===== config.mk =====
export PLATFORM = sky130hd
export DESIGN_NAME = round_robin_quantum_scheduler
export DESIGN_NICKNAME = d
export VERILOG_FILES = /design/src/rtl/rrqs_pkg.sv /design/src/rtl/rrqs_ram.sv /design/src/rtl/rrqs_sub.sv /design/src/rtl/round_robin_quantum_scheduler.sv
export SDC_FILE = /design/constraint.sdc
export NUM_CORES = 2
export LEC_CHECK = 0
export ABC_AREA = 1
export BUFFER_PORTS_ARGS = -buffer_cell sky130_fd_sc_hd__buf_4
export CAP_MARGIN = 20
export CORE_ASPECT_RATIO = 1.25
export CORE_UTILIZATION = 30
export CTS_BUF_LIST = sky130_fd_sc_hd__clkbuf_8
export CTS_CLUSTER_DIAMETER = 150
export DETAILED_ROUTE_END_ITERATION = 7
export GPL_TIMING_DRIVEN = 0
export PLACE_DENSITY = 0.42
export SETUP_SLACK_MARGIN = 0.2
export SLEW_MARGIN = 5
export SYNTH_ARGS = -nofsm -noshare
export SYNTH_HDL_FRONTEND = slang
export SYNTH_SLANG_ARGS = --single-unit
export TNS_END_PERCENT = 50

===== constraint.sdc =====
create_clock -name i_clk -period 16.3 [get_ports i_clk]
set_input_delay 2.445 -clock i_clk [delete_from_list [all_inputs] [get_ports i_clk]]
set_output_delay 2.445 -clock i_clk [all_outputs]
set_load 0.1 [all_outputs]

===== src/rtl/rrqs_pkg.sv =====
// rrqs_pkg: shared types and constants of the round-robin quantum scheduler
// used by rrqs_sub and the top level of the scheduler; depends on nothing
`default_nettype none

package rrqs_pkg;

    localparam int ID_W          = 4;
    localparam int BURST_W       = 16;
    localparam int TIME_W        = 32;
    localparam int QUANTUM_W     = 8;
    localparam int IN_TDATA_W    = 24;
    localparam int IN_TUSER_W    = 1;
    localparam int OUT_TDATA_W   = 200;
    localparam int OUT_TUSER_W   = 3;
    localparam int APB_ADDR_W    = 3;
    localparam int APB_DATA_W    = 32;

    localparam logic [APB_ADDR_W-1:0] ADDR_QUANTUM  = 3'd0;
    localparam logic [QUANTUM_W-1:0]  QUANTUM_RESET = 8'd4;

    // input kind carried in tuser
    localparam logic MODE_ARRIVE = 1'b0;
    localparam logic MODE_TICK   = 1'b1;

    typedef struct packed {
        logic              rejected;
        logic              cpu_busy;
        logic              finished;
        logic [ID_W-1:0]   running_id;
        logic [TIME_W-1:0] done_time;
        logic [TIME_W-1:0] turnaround;
        logic [TIME_W-1:0] waiting;
        logic [TIME_W-1:0] response;
        logic [TIME_W-1:0] switch_total;
        logic [TIME_W-1:0] now;
    } t_result;

endpackage

`default_nettype wire


===== src/rtl/rrqs_ram.sv =====
// rrqs_ram: generic single-write, single-read ram with registered read data
// standalone, no package needed
`default_nettype none

module rrqs_ram #(
    parameter int WIDTH = 32,
    parameter int DEPTH = 16
) (
    input  wire logic                     i_clk,
    input  wire logic                     i_we,
    input  wire logic [$clog2(DEPTH)-1:0] i_waddr,
    input  wire logic [WIDTH-1:0]         i_wdata,
    input  wire logic [$clog2(DEPTH)-1:0] i_raddr,
    output logic      [WIDTH-1:0]         o_rdata
);

    logic [WIDTH-1:0] r_mem [DEPTH];
    logic [WIDTH-1:0] r_rdata;

    always_ff @(posedge i_clk) begin
        if (i_we) begin
            r_mem[i_waddr] <= i_wdata;
        end
        r_rdata <= r_mem[i_raddr];
    end

    assign o_rdata = r_rdata;

endmodule

`default_nettype wire


===== src/rtl/rrqs_sub.sv =====
// rrqs_sub: shared 32-bit subtract unit with a registered difference
// depends on rrqs_pkg for the time width
`default_nettype none

module rrqs_sub
    import rrqs_pkg::*;
(
    input  wire logic              i_clk,
    input  wire logic [TIME_W-1:0] i_a,
    input  wire logic [TIME_W-1:0] i_b,
    output logic      [TIME_W-1:0] o_diff
);

    logic [TIME_W-1:0] r_diff;

    // wraps modulo 2^32 like every time counter of the scheduler
    always_ff @(posedge i_clk) begin
        r_diff <= i_a - i_b;
    end

    assign o_diff = r_diff;

endmodule

`default_nettype wire


===== src/rtl/round_robin_quantum_scheduler.sv =====
// round_robin_quantum_scheduler: top level, sequencer, ready ring and process tables
// depends on rrqs_pkg, rrqs_ram and rrqs_sub
`default_nettype none

// Tick-driven round-robin scheduler. Each input item is either an arrival
// (tuser 0) or a scheduler tick (tuser 1) and yields exactly one result item.
// Items run one at a time through a small sequencer over the ready ring and
// the per-process tables, which are single-port-read rams with registered
// read data; turnaround, waiting and response come from one shared 32-bit
// subtractor used for each in turn. s_tready is high only while the sequencer
// is idle and rises in the cycle the result is offered, so a new item is taken
// only once the last one's result is offered; a result waiting on m_tready does
// not hold it up until the next result is ready. The quantum register lies at
// byte address 0 and should be written only while the block is idle.
module round_robin_quantum_scheduler
    import rrqs_pkg::*;
#(
    parameter int MAX_PROCS = 16
) (
    input  wire logic                   i_clk,
    input  wire logic                   i_rst_n,
    // input stream
    input  wire logic                   s_tvalid,
    output logic                        s_tready,
    input  wire logic [IN_TDATA_W-1:0]  s_tdata,   // proc_id[3:0], burst[19:4], zero pad
    input  wire logic [IN_TUSER_W-1:0]  s_tuser,   // mode[0]
    // result stream
    output logic                        m_tvalid,
    input  wire logic                   m_tready,
    output logic      [OUT_TDATA_W-1:0] m_tdata,   // running_id[3:0], done_time[35:4],
                                                   // turnaround[67:36], waiting[99:68],
                                                   // response[131:100], switch_total[163:132],
                                                   // now[195:164], zero pad
    output logic      [OUT_TUSER_W-1:0] m_tuser,   // rejected[0], cpu_busy[1], finished[2]
    // configuration
    input  wire logic                   psel,
    input  wire logic                   penable,
    input  wire logic                   pwrite,
    input  wire logic [APB_ADDR_W-1:0]  paddr,
    input  wire logic [APB_DATA_W-1:0]  pwdata,
    output logic      [APB_DATA_W-1:0]  prdata,
    output logic                        pready
);

    localparam int NUM_IDS = (MAX_PROCS < (1 << ID_W)) ? MAX_PROCS : (1 << ID_W);
    localparam int TAB_AW  = $clog2(NUM_IDS);
    localparam int RING_AW = $clog2(MAX_PROCS);
    localparam int CNT_W   = $clog2(MAX_PROCS + 1);

    localparam logic [RING_AW-1:0] RING_LAST  = RING_AW'(MAX_PROCS - 1);
    localparam logic [CNT_W-1:0]   RING_FULL  = CNT_W'(MAX_PROCS);
    localparam logic [8:0]         PROCS_LIM  = 9'(MAX_PROCS);

    typedef enum logic [3:0] {
        S_IDLE,
        S_ARRIVE,
        S_TICK,
        S_POP,
        S_RUN,
        S_DEC,
        S_WAIT,
        S_RESP,
        S_FIN,
        S_DONE
    } t_state;

    t_state                 r_state;
    logic                   r_mode;
    logic [ID_W-1:0]        r_id;
    logic [BURST_W-1:0]     r_burst;
    logic [QUANTUM_W-1:0]   r_quantum;
    logic [RING_AW-1:0]     r_head;
    logic [RING_AW-1:0]     r_tail;
    logic [CNT_W-1:0]       r_count;
    logic [NUM_IDS-1:0]     r_started;
    logic [NUM_IDS-1:0]     r_active;
    logic                   r_holder_valid;
    logic [ID_W-1:0]        r_holder;
    logic [QUANTUM_W-1:0]   r_slice;
    logic                   r_last_valid;
    logic [ID_W-1:0]        r_last;
    logic [TIME_W-1:0]      r_switch;
    logic [TIME_W-1:0]      r_tick;
    t_result                r_res;
    t_result                r_out;
    t_result                n_out;
    logic                   r_mvalid;

    // ram ports
    logic                   ring_we;
    logic [ID_W-1:0]        ring_wdata;
    logic [ID_W-1:0]        ring_rdata;
    logic                   arr_we;
    logic [TIME_W-1:0]      arr_rdata;
    logic                   bst_we;
    logic [BURST_W-1:0]     bst_rdata;
    logic                   left_we;
    logic [TAB_AW-1:0]      left_waddr;
    logic [BURST_W-1:0]     left_wdata;
    logic [BURST_W-1:0]     left_rdata;
    logic                   first_we;
    logic [TIME_W-1:0]      first_rdata;
    logic [TIME_W-1:0]      sub_a;
    logic [TIME_W-1:0]      sub_b;
    logic [TIME_W-1:0]      sub_q;

    logic                   in_accept;
    logic                   cfg_write;
    logic                   id_ok;
    logic                   ring_full;
    logic                   arrive_reject;
    logic                   out_free;
    logic                   out_load;
    logic [BURST_W-1:0]     left_dec;
    logic [QUANTUM_W-1:0]   slice_inc;
    logic [TIME_W-1:0]      fin_time;

    assign in_accept = s_tvalid && s_tready;
    assign s_tready  = (r_state == S_IDLE);
    assign out_free  = !r_mvalid || m_tready;
    assign out_load  = (r_state == S_DONE) && out_free;

    assign id_ok         = ({5'd0, r_id} < PROCS_LIM);
    assign ring_full     = (r_count == RING_FULL);
    assign arrive_reject = (r_burst == '0) || !id_ok || ring_full ||
                           r_active[r_id[TAB_AW-1:0]];

    assign left_dec  = left_rdata - BURST_W'(1);
    assign slice_inc = r_slice + QUANTUM_W'(1);
    assign fin_time  = r_tick + TIME_W'(1);

    // configuration port
    assign pready    = 1'b1;
    assign cfg_write = psel && penable && pwrite && pready && (paddr == ADDR_QUANTUM);
    assign prdata    = (paddr == ADDR_QUANTUM) ? {{(APB_DATA_W-QUANTUM_W){1'b0}}, r_quantum}
                                               : '0;

    // result as it leaves, with the running totals filled in
    always_comb begin
        n_out              = r_res;
        n_out.switch_total = r_switch;
        n_out.now          = r_tick;
    end

    // ram and subtractor control
    always_comb begin
        ring_we    = 1'b0;
        ring_wdata = r_id;
        arr_we     = 1'b0;
        bst_we     = 1'b0;
        left_we    = 1'b0;
        left_waddr = r_holder[TAB_AW-1:0];
        left_wdata = left_dec;
        first_we   = 1'b0;
        sub_a      = fin_time;
        sub_b      = arr_rdata;
        case (r_state)
            S_ARRIVE: begin
                if (!arrive_reject) begin
                    ring_we    = 1'b1;
                    arr_we     = 1'b1;
                    bst_we     = 1'b1;
                    left_we    = 1'b1;
                    left_waddr = r_id[TAB_AW-1:0];
                    left_wdata = r_burst;
                end
            end
            S_POP: begin
                first_we = !r_started[ring_rdata[TAB_AW-1:0]];
            end
            S_DEC: begin
                left_we = 1'b1;
                // preempted holder goes back to the tail
                if (left_dec != '0 && slice_inc == r_quantum && !ring_full) begin
                    ring_we    = 1'b1;
                    ring_wdata = r_holder;
                end
            end
            S_WAIT: begin
                sub_a = sub_q;
                sub_b = {{(TIME_W-BURST_W){1'b0}}, bst_rdata};
            end
            S_RESP: begin
                sub_a = first_rdata;
                sub_b = arr_rdata;
            end
            default: begin
            end
        endcase
    end

    always_ff @(posedge i_clk) begin
        if (!i_rst_n) begin
            r_state        <= S_IDLE;
            r_quantum      <= QUANTUM_RESET;
            r_head         <= '0;
            r_tail         <= '0;
            r_count        <= '0;
            r_started      <= '0;
            r_active       <= '0;
            r_holder_valid <= 1'b0;
            r_holder       <= '0;
            r_slice        <= '0;
            r_last_valid   <= 1'b0;
            r_last         <= '0;
            r_switch       <= '0;
            r_tick         <= '0;
            r_mvalid       <= 1'b0;
        end else begin
            if (cfg_write) begin
                r_quantum <= pwdata[QUANTUM_W-1:0];
            end
            if (out_load) begin
                r_mvalid <= 1'b1;
            end else if (m_tready) begin
                r_mvalid <= 1'b0;
            end
            case (r_state)
                S_IDLE: begin
                    if (in_accept) begin
                        r_mode  <= s_tuser[0];
                        r_id    <= s_tdata[ID_W-1:0];
                        r_burst <= s_tdata[ID_W+BURST_W-1:ID_W];
                        r_res   <= '0;
                        r_state <= (s_tuser[0] == MODE_TICK) ? S_TICK : S_ARRIVE;
                    end
                end
                S_ARRIVE: begin
                    if (arrive_reject) begin
                        r_res.rejected <= 1'b1;
                    end else begin
                        r_started[r_id[TAB_AW-1:0]] <= 1'b0;
                        r_active[r_id[TAB_AW-1:0]]  <= 1'b1;
                        r_tail  <= (r_tail == RING_LAST) ? '0 : r_tail + RING_AW'(1);
                        r_count <= r_count + CNT_W'(1);
                    end
                    r_state <= S_DONE;
                end
                S_TICK: begin
                    if (!r_holder_valid && r_count != '0) begin
                        r_state <= S_POP;
                    end else if (r_holder_valid) begin
                        r_state <= S_RUN;
                    end else begin
                        r_state <= S_DONE;
                    end
                end
                S_POP: begin
                    if (r_last_valid && r_last != ring_rdata) begin
                        r_switch <= r_switch + TIME_W'(1);
                    end
                    r_holder       <= ring_rdata;
                    r_holder_valid <= 1'b1;
                    r_slice        <= '0;
                    r_last         <= ring_rdata;
                    r_last_valid   <= 1'b1;
                    r_started[ring_rdata[TAB_AW-1:0]] <= 1'b1;
                    r_head  <= (r_head == RING_LAST) ? '0 : r_head + RING_AW'(1);
                    r_count <= r_count - CNT_W'(1);
                    r_state <= S_RUN;
                end
                S_RUN: begin
                    // table reads at the holder are in flight
                    r_state <= S_DEC;
                end
                S_DEC: begin
                    r_res.cpu_busy   <= 1'b1;
                    r_res.running_id <= r_holder;
                    r_slice          <= slice_inc;
                    if (left_dec == '0) begin
                        r_res.finished    <= 1'b1;
                        r_res.done_time   <= fin_time;
                        r_active[r_holder[TAB_AW-1:0]] <= 1'b0;
                        r_holder_valid    <= 1'b0;
                        r_state           <= S_WAIT;
                    end else begin
                        if (slice_inc == r_quantum) begin
                            r_holder_valid <= 1'b0;
                            if (!ring_full) begin
                                r_tail  <= (r_tail == RING_LAST) ? '0
                                                                 : r_tail + RING_AW'(1);
                                r_count <= r_count + CNT_W'(1);
                            end
                        end
                        r_state <= S_DONE;
                    end
                end
                S_WAIT: begin
                    r_res.turnaround <= sub_q;
                    r_state          <= S_RESP;
                end
                S_RESP: begin
                    r_res.waiting <= sub_q;
                    r_state       <= S_FIN;
                end
                S_FIN: begin
                    r_res.response <= sub_q;
                    r_state        <= S_DONE;
                end
                S_DONE: begin
                    if (out_free) begin
                        r_out <= n_out;
                        if (r_mode == MODE_TICK) begin
                            r_tick <= fin_time;
                        end
                        r_state <= S_IDLE;
                    end
                end
                default: begin
                    r_state <= S_IDLE;
                end
            endcase
        end
    end

    assign m_tvalid = r_mvalid;
    assign m_tuser  = {r_out.finished, r_out.cpu_busy, r_out.rejected};
    assign m_tdata  = {4'd0, r_out.now, r_out.switch_total, r_out.response, r_out.waiting,
                       r_out.turnaround, r_out.done_time, r_out.running_id};

    rrqs_ram #(.WIDTH(ID_W), .DEPTH(MAX_PROCS)) u_ring (
        .i_clk   (i_clk),
        .i_we    (ring_we),
        .i_waddr (r_tail),
        .i_wdata (ring_wdata),
        .i_raddr (r_head),
        .o_rdata (ring_rdata)
    );

    rrqs_ram #(.WIDTH(TIME_W), .DEPTH(NUM_IDS)) u_arrive_at (
        .i_clk   (i_clk),
        .i_we    (arr_we),
        .i_waddr (r_id[TAB_AW-1:0]),
        .i_wdata (r_tick),
        .i_raddr (r_holder[TAB_AW-1:0]),
        .o_rdata (arr_rdata)
    );

    rrqs_ram #(.WIDTH(BURST_W), .DEPTH(NUM_IDS)) u_burst_len (
        .i_clk   (i_clk),
        .i_we    (bst_we),
        .i_waddr (r_id[TAB_AW-1:0]),
        .i_wdata (r_burst),
        .i_raddr (r_holder[TAB_AW-1:0]),
        .o_rdata (bst_rdata)
    );

    rrqs_ram #(.WIDTH(BURST_W), .DEPTH(NUM_IDS)) u_left_ticks (
        .i_clk   (i_clk),
        .i_we    (left_we),
        .i_waddr (left_waddr),
        .i_wdata (left_wdata),
        .i_raddr (r_holder[TAB_AW-1:0]),
        .o_rdata (left_rdata)
    );

    rrqs_ram #(.WIDTH(TIME_W), .DEPTH(NUM_IDS)) u_first_run_at (
        .i_clk   (i_clk),
        .i_we    (first_we),
        .i_waddr (ring_rdata[TAB_AW-1:0]),
        .i_wdata (r_tick),
        .i_raddr (r_holder[TAB_AW-1:0]),
        .o_rdata (first_rdata)
    );

    rrqs_sub u_sub (
        .i_clk  (i_clk),
        .i_a    (sub_a),
        .i_b    (sub_b),
        .o_diff (sub_q)
    );

endmodule

`default_nettype wire


==> flow_summary.json <==
{
  "critPathKind": "in -> out",
  "numPortBuffers": 246,
  "leakage_nw": 33.91,
  "ir_drop_uv": 65.15,
  "crit_path_start_kind": "primary input",
  "place_congestion": 0.9062,
  "setup_viol": 0,
  "grt_pass1_wl_um": 447900,
  "die_h_um": 599.2,
  "synth_area_um2": 85590,
  "min_period_ns": 5.834,
  "yosysWarnings": 0,
  "cp_common_cell": "buf_4",
  "cts_sinks": 2223,
  "cp_top_family": "buffers and inverters",
  "timing.hold.ws_ns": 0.4018,
  "drtPass1Iterations": 6,
  "cts_tree": "built",
  "post-synth-top-count-cell": "edfxtp_1",
  "grt_pass1_vias": 57010,
  "worstMarginPinSlew_ns": 1.219,
  "drv_slew": 0,
  "wl_um": 325900,
  "yosysTopAreaCell": "edfxtp_1",
  "synthSimpleGateAreaFrac_pct": 10.92,
  "track_usage_pct": 22.15,
  "synthXorXnorAreaFrac_pct": 0.8596,
  "synth_top_area_share_pct": 68.59,
  "synthArstFlopShare_pct": 0,
  "finalCritPeriodShare_pct": 35.79,
  "nets": 7227,
  "synth_fa_ha_area_share_pct": 0.6900,
  "antenna_found_initial": 36,
  "std_cell_rows": 218,
  "cts_buffer_depth": 4,
  "crit_path_top_delay_cell": "buf_4",
  "critical_path_buf_inv_count": 3,
  "fin_worst_skew_ns": 0.09685,
  "fin_util_pct": 36.27,
  "synth.distinct_cells": 57,
  "fmax_ghz": 0.1714,
  "dr_wl_met3_um": 18840,
  "cts_buffers": 366,
  "netlist_instances": 6276,
  "routed-wl-met2_um": 163500,
  "hpwl_um": 235300,
  "finalSetupTns_ns": 0,
  "synth_seq_cells": 2223,
  "core_um2": 282900,
  "synth.mux.area_fraction_pct": 0.1754,
  "pin_count": 305,
  "yosys-top-cells-area": "edfxtp_1, dfxtp_1, nand3_1",
  "rsz0062_at_grt": "false",
  "wl_met1_um": 126200,
  "drt-initial-drc-count": 5378,
  "cts_resized": 0,
  "drtAntennaViolNets": 0,
  "cp_max_fo": 8,
  "finalHoldViolCount": 0,
  "p_total_mw": 14.09,
  "wl_per_cell_um": 29.22,
  "synth_edf_count": 1955,
  "synth_top_family_by_area": "simple AND/OR/NAND/NOR gates",
  "drc": 0,
  "cp.arrival_ns": 3.39,
  "area_growth_pct": 19.88,
  "fp.dieW_um": 479.7,
  "dieArea_um2": 287500,
  "place_area_um2": 95660,
  "num_vias": 57460,
  "ys_seq_area_share_pct": 74.86,
  "htreeDepth": 5,
  "cts_setup_buffers": 0,
  "root_buffer": "clkbuf_8",
  "synth_common_cells": "edfxtp_1, nand3_1, nand2_1, nor2_1, a31oi_1",
  "slew_headroom_pct": 18.45,
  "overflow": 0,
  "clkTransAtPathRegs_ns": 0.06,
  "cts_hold_buf": 0,
  "slowest_delay_ns": 0.30,
  "min_path_type": "reg -> reg",
  "cp.required_ns": 13.86,
  "critical_path.cell_chain": "buf_4, nor3_1, inv_1, nor2_1, buf_4",
  "status": "finished clean",
  "clk_latency_ns": 1.04,
  "start_util_pct": 30.26,
  "drv_cap": 0,
  "grt_max_degree": 38,
  "endpoint_kind": "output pin",
  "power_density_nw_per_um2": 137.3,
  "ys.flop_type": "edfxtp_1",
  "fillers": 27480,
  "syn_area_per_cell_um2": 13.64,
  "finalInstanceArea_um2": 102600,
  "synth_compound_area_share_pct": 9.122,
  "viasPerCell": 5.151,
  "highest_layer": "met5",
  "drive_above_1_share_pct": 15.69
}
==> routing by layer <==
layer	vias up	GRT usage, %
li1	25520	-
met1	29140	26.08
met2	2246	38.96
met3	553	3.457
met4	2	11.22
met5	-	0
==> registers in the layout, summed over array words and instances, names as in the netlist, 5 cells and up <==
register,flops
u_arrive_at.r_mem,512
u_first_run_at.r_mem,512
u_burst_len.r_mem,256
u_left_ticks.r_mem,256
m_tdata,196
n_out,135
u_ring.r_mem,64
r_switch,32
r_tick,32
u_arrive_at.o_rdata,32
u_first_run_at.o_rdata,32
u_sub.o_diff,32
r_active,16
r_burst,16
r_started,16
u_burst_len.o_rdata,16
u_left_ticks.o_rdata,16
r_quantum,8
r_slice,8
r_count,5
==> metrics by stage <==
stage / worst slack (ns) / cells
global route: 10.26 / 11150
CTS: 10.45 / 11140
floorplan: 5.001 / 6303
detailed placement: 10.22 / 10480
global placement: 0.06249 / 10290
finish: 10.47 / 11160
==> layout by cell type, fill, tap and decap left out, drive strengths merged, types with 67 or more instances in the layout <==
cell and count:
nor3 67, o21ai 177, buf 528, dfxtp 268, inv 442, a31oi 393, clkinv 94, edfxtp 1955
nand2 482, a22oi 388, or4 96, clkbuf 729, nor2 435, a21oi 144, nand3 858
==> cells by family (layout without fill, tap and decap cells) <==
group,count (synthesis),count (layout)
AOI/OAI and AO/OA,1190,1190
xor gates and xnor gates,84,84
adders and majority gates,46,46
buffers and inverters,713,1815
DFF,2223,2223
muxes,15,15
other,2,39
and+or+nand+nor,2003,2003
==> power breakdown <==
| group | internal (mW) | leakage, nW | switching [mW] |
|---|---|---|---|
| Clock | 2.40 | 4.01 | 2.30 |
| Combinational | 0.556 | 9.99 | 1.77 |
| Sequential | 6.80 | 19.9 | 0.264 |
==> final timing paths <==
path / startpoint / endpoint / slack (ns) / cells past startpoint
setup / recovery: paddr[1] / prdata[2] / 10.47 / 5
hold / removal: n_out[165] / m_tdata[9] / 0.40 / 0
setup reg to reg: r_tick[6] / u_sub.o_diff[28] / 10.90 / 22
hold reg to reg: n_out[165] / m_tdata[9] / 0.40 / 0
==> cell type report <==
cell class	instances	area (µm²)	share of cell area (%)
diodes	10	25.02	0.02439
plain buffers	411	1770	1.726
clock buffers	403	5547	5.406
clock inverters	256	1321	1.288
inverters	302	1134	1.105
multi-input cells	3367	19170	18.68
flip-flops and latches	2223	64110	62.49
well taps	3740	4679	4.561
repair buffers	443	4845	4.722
Power figures use the tool's default switching activity.
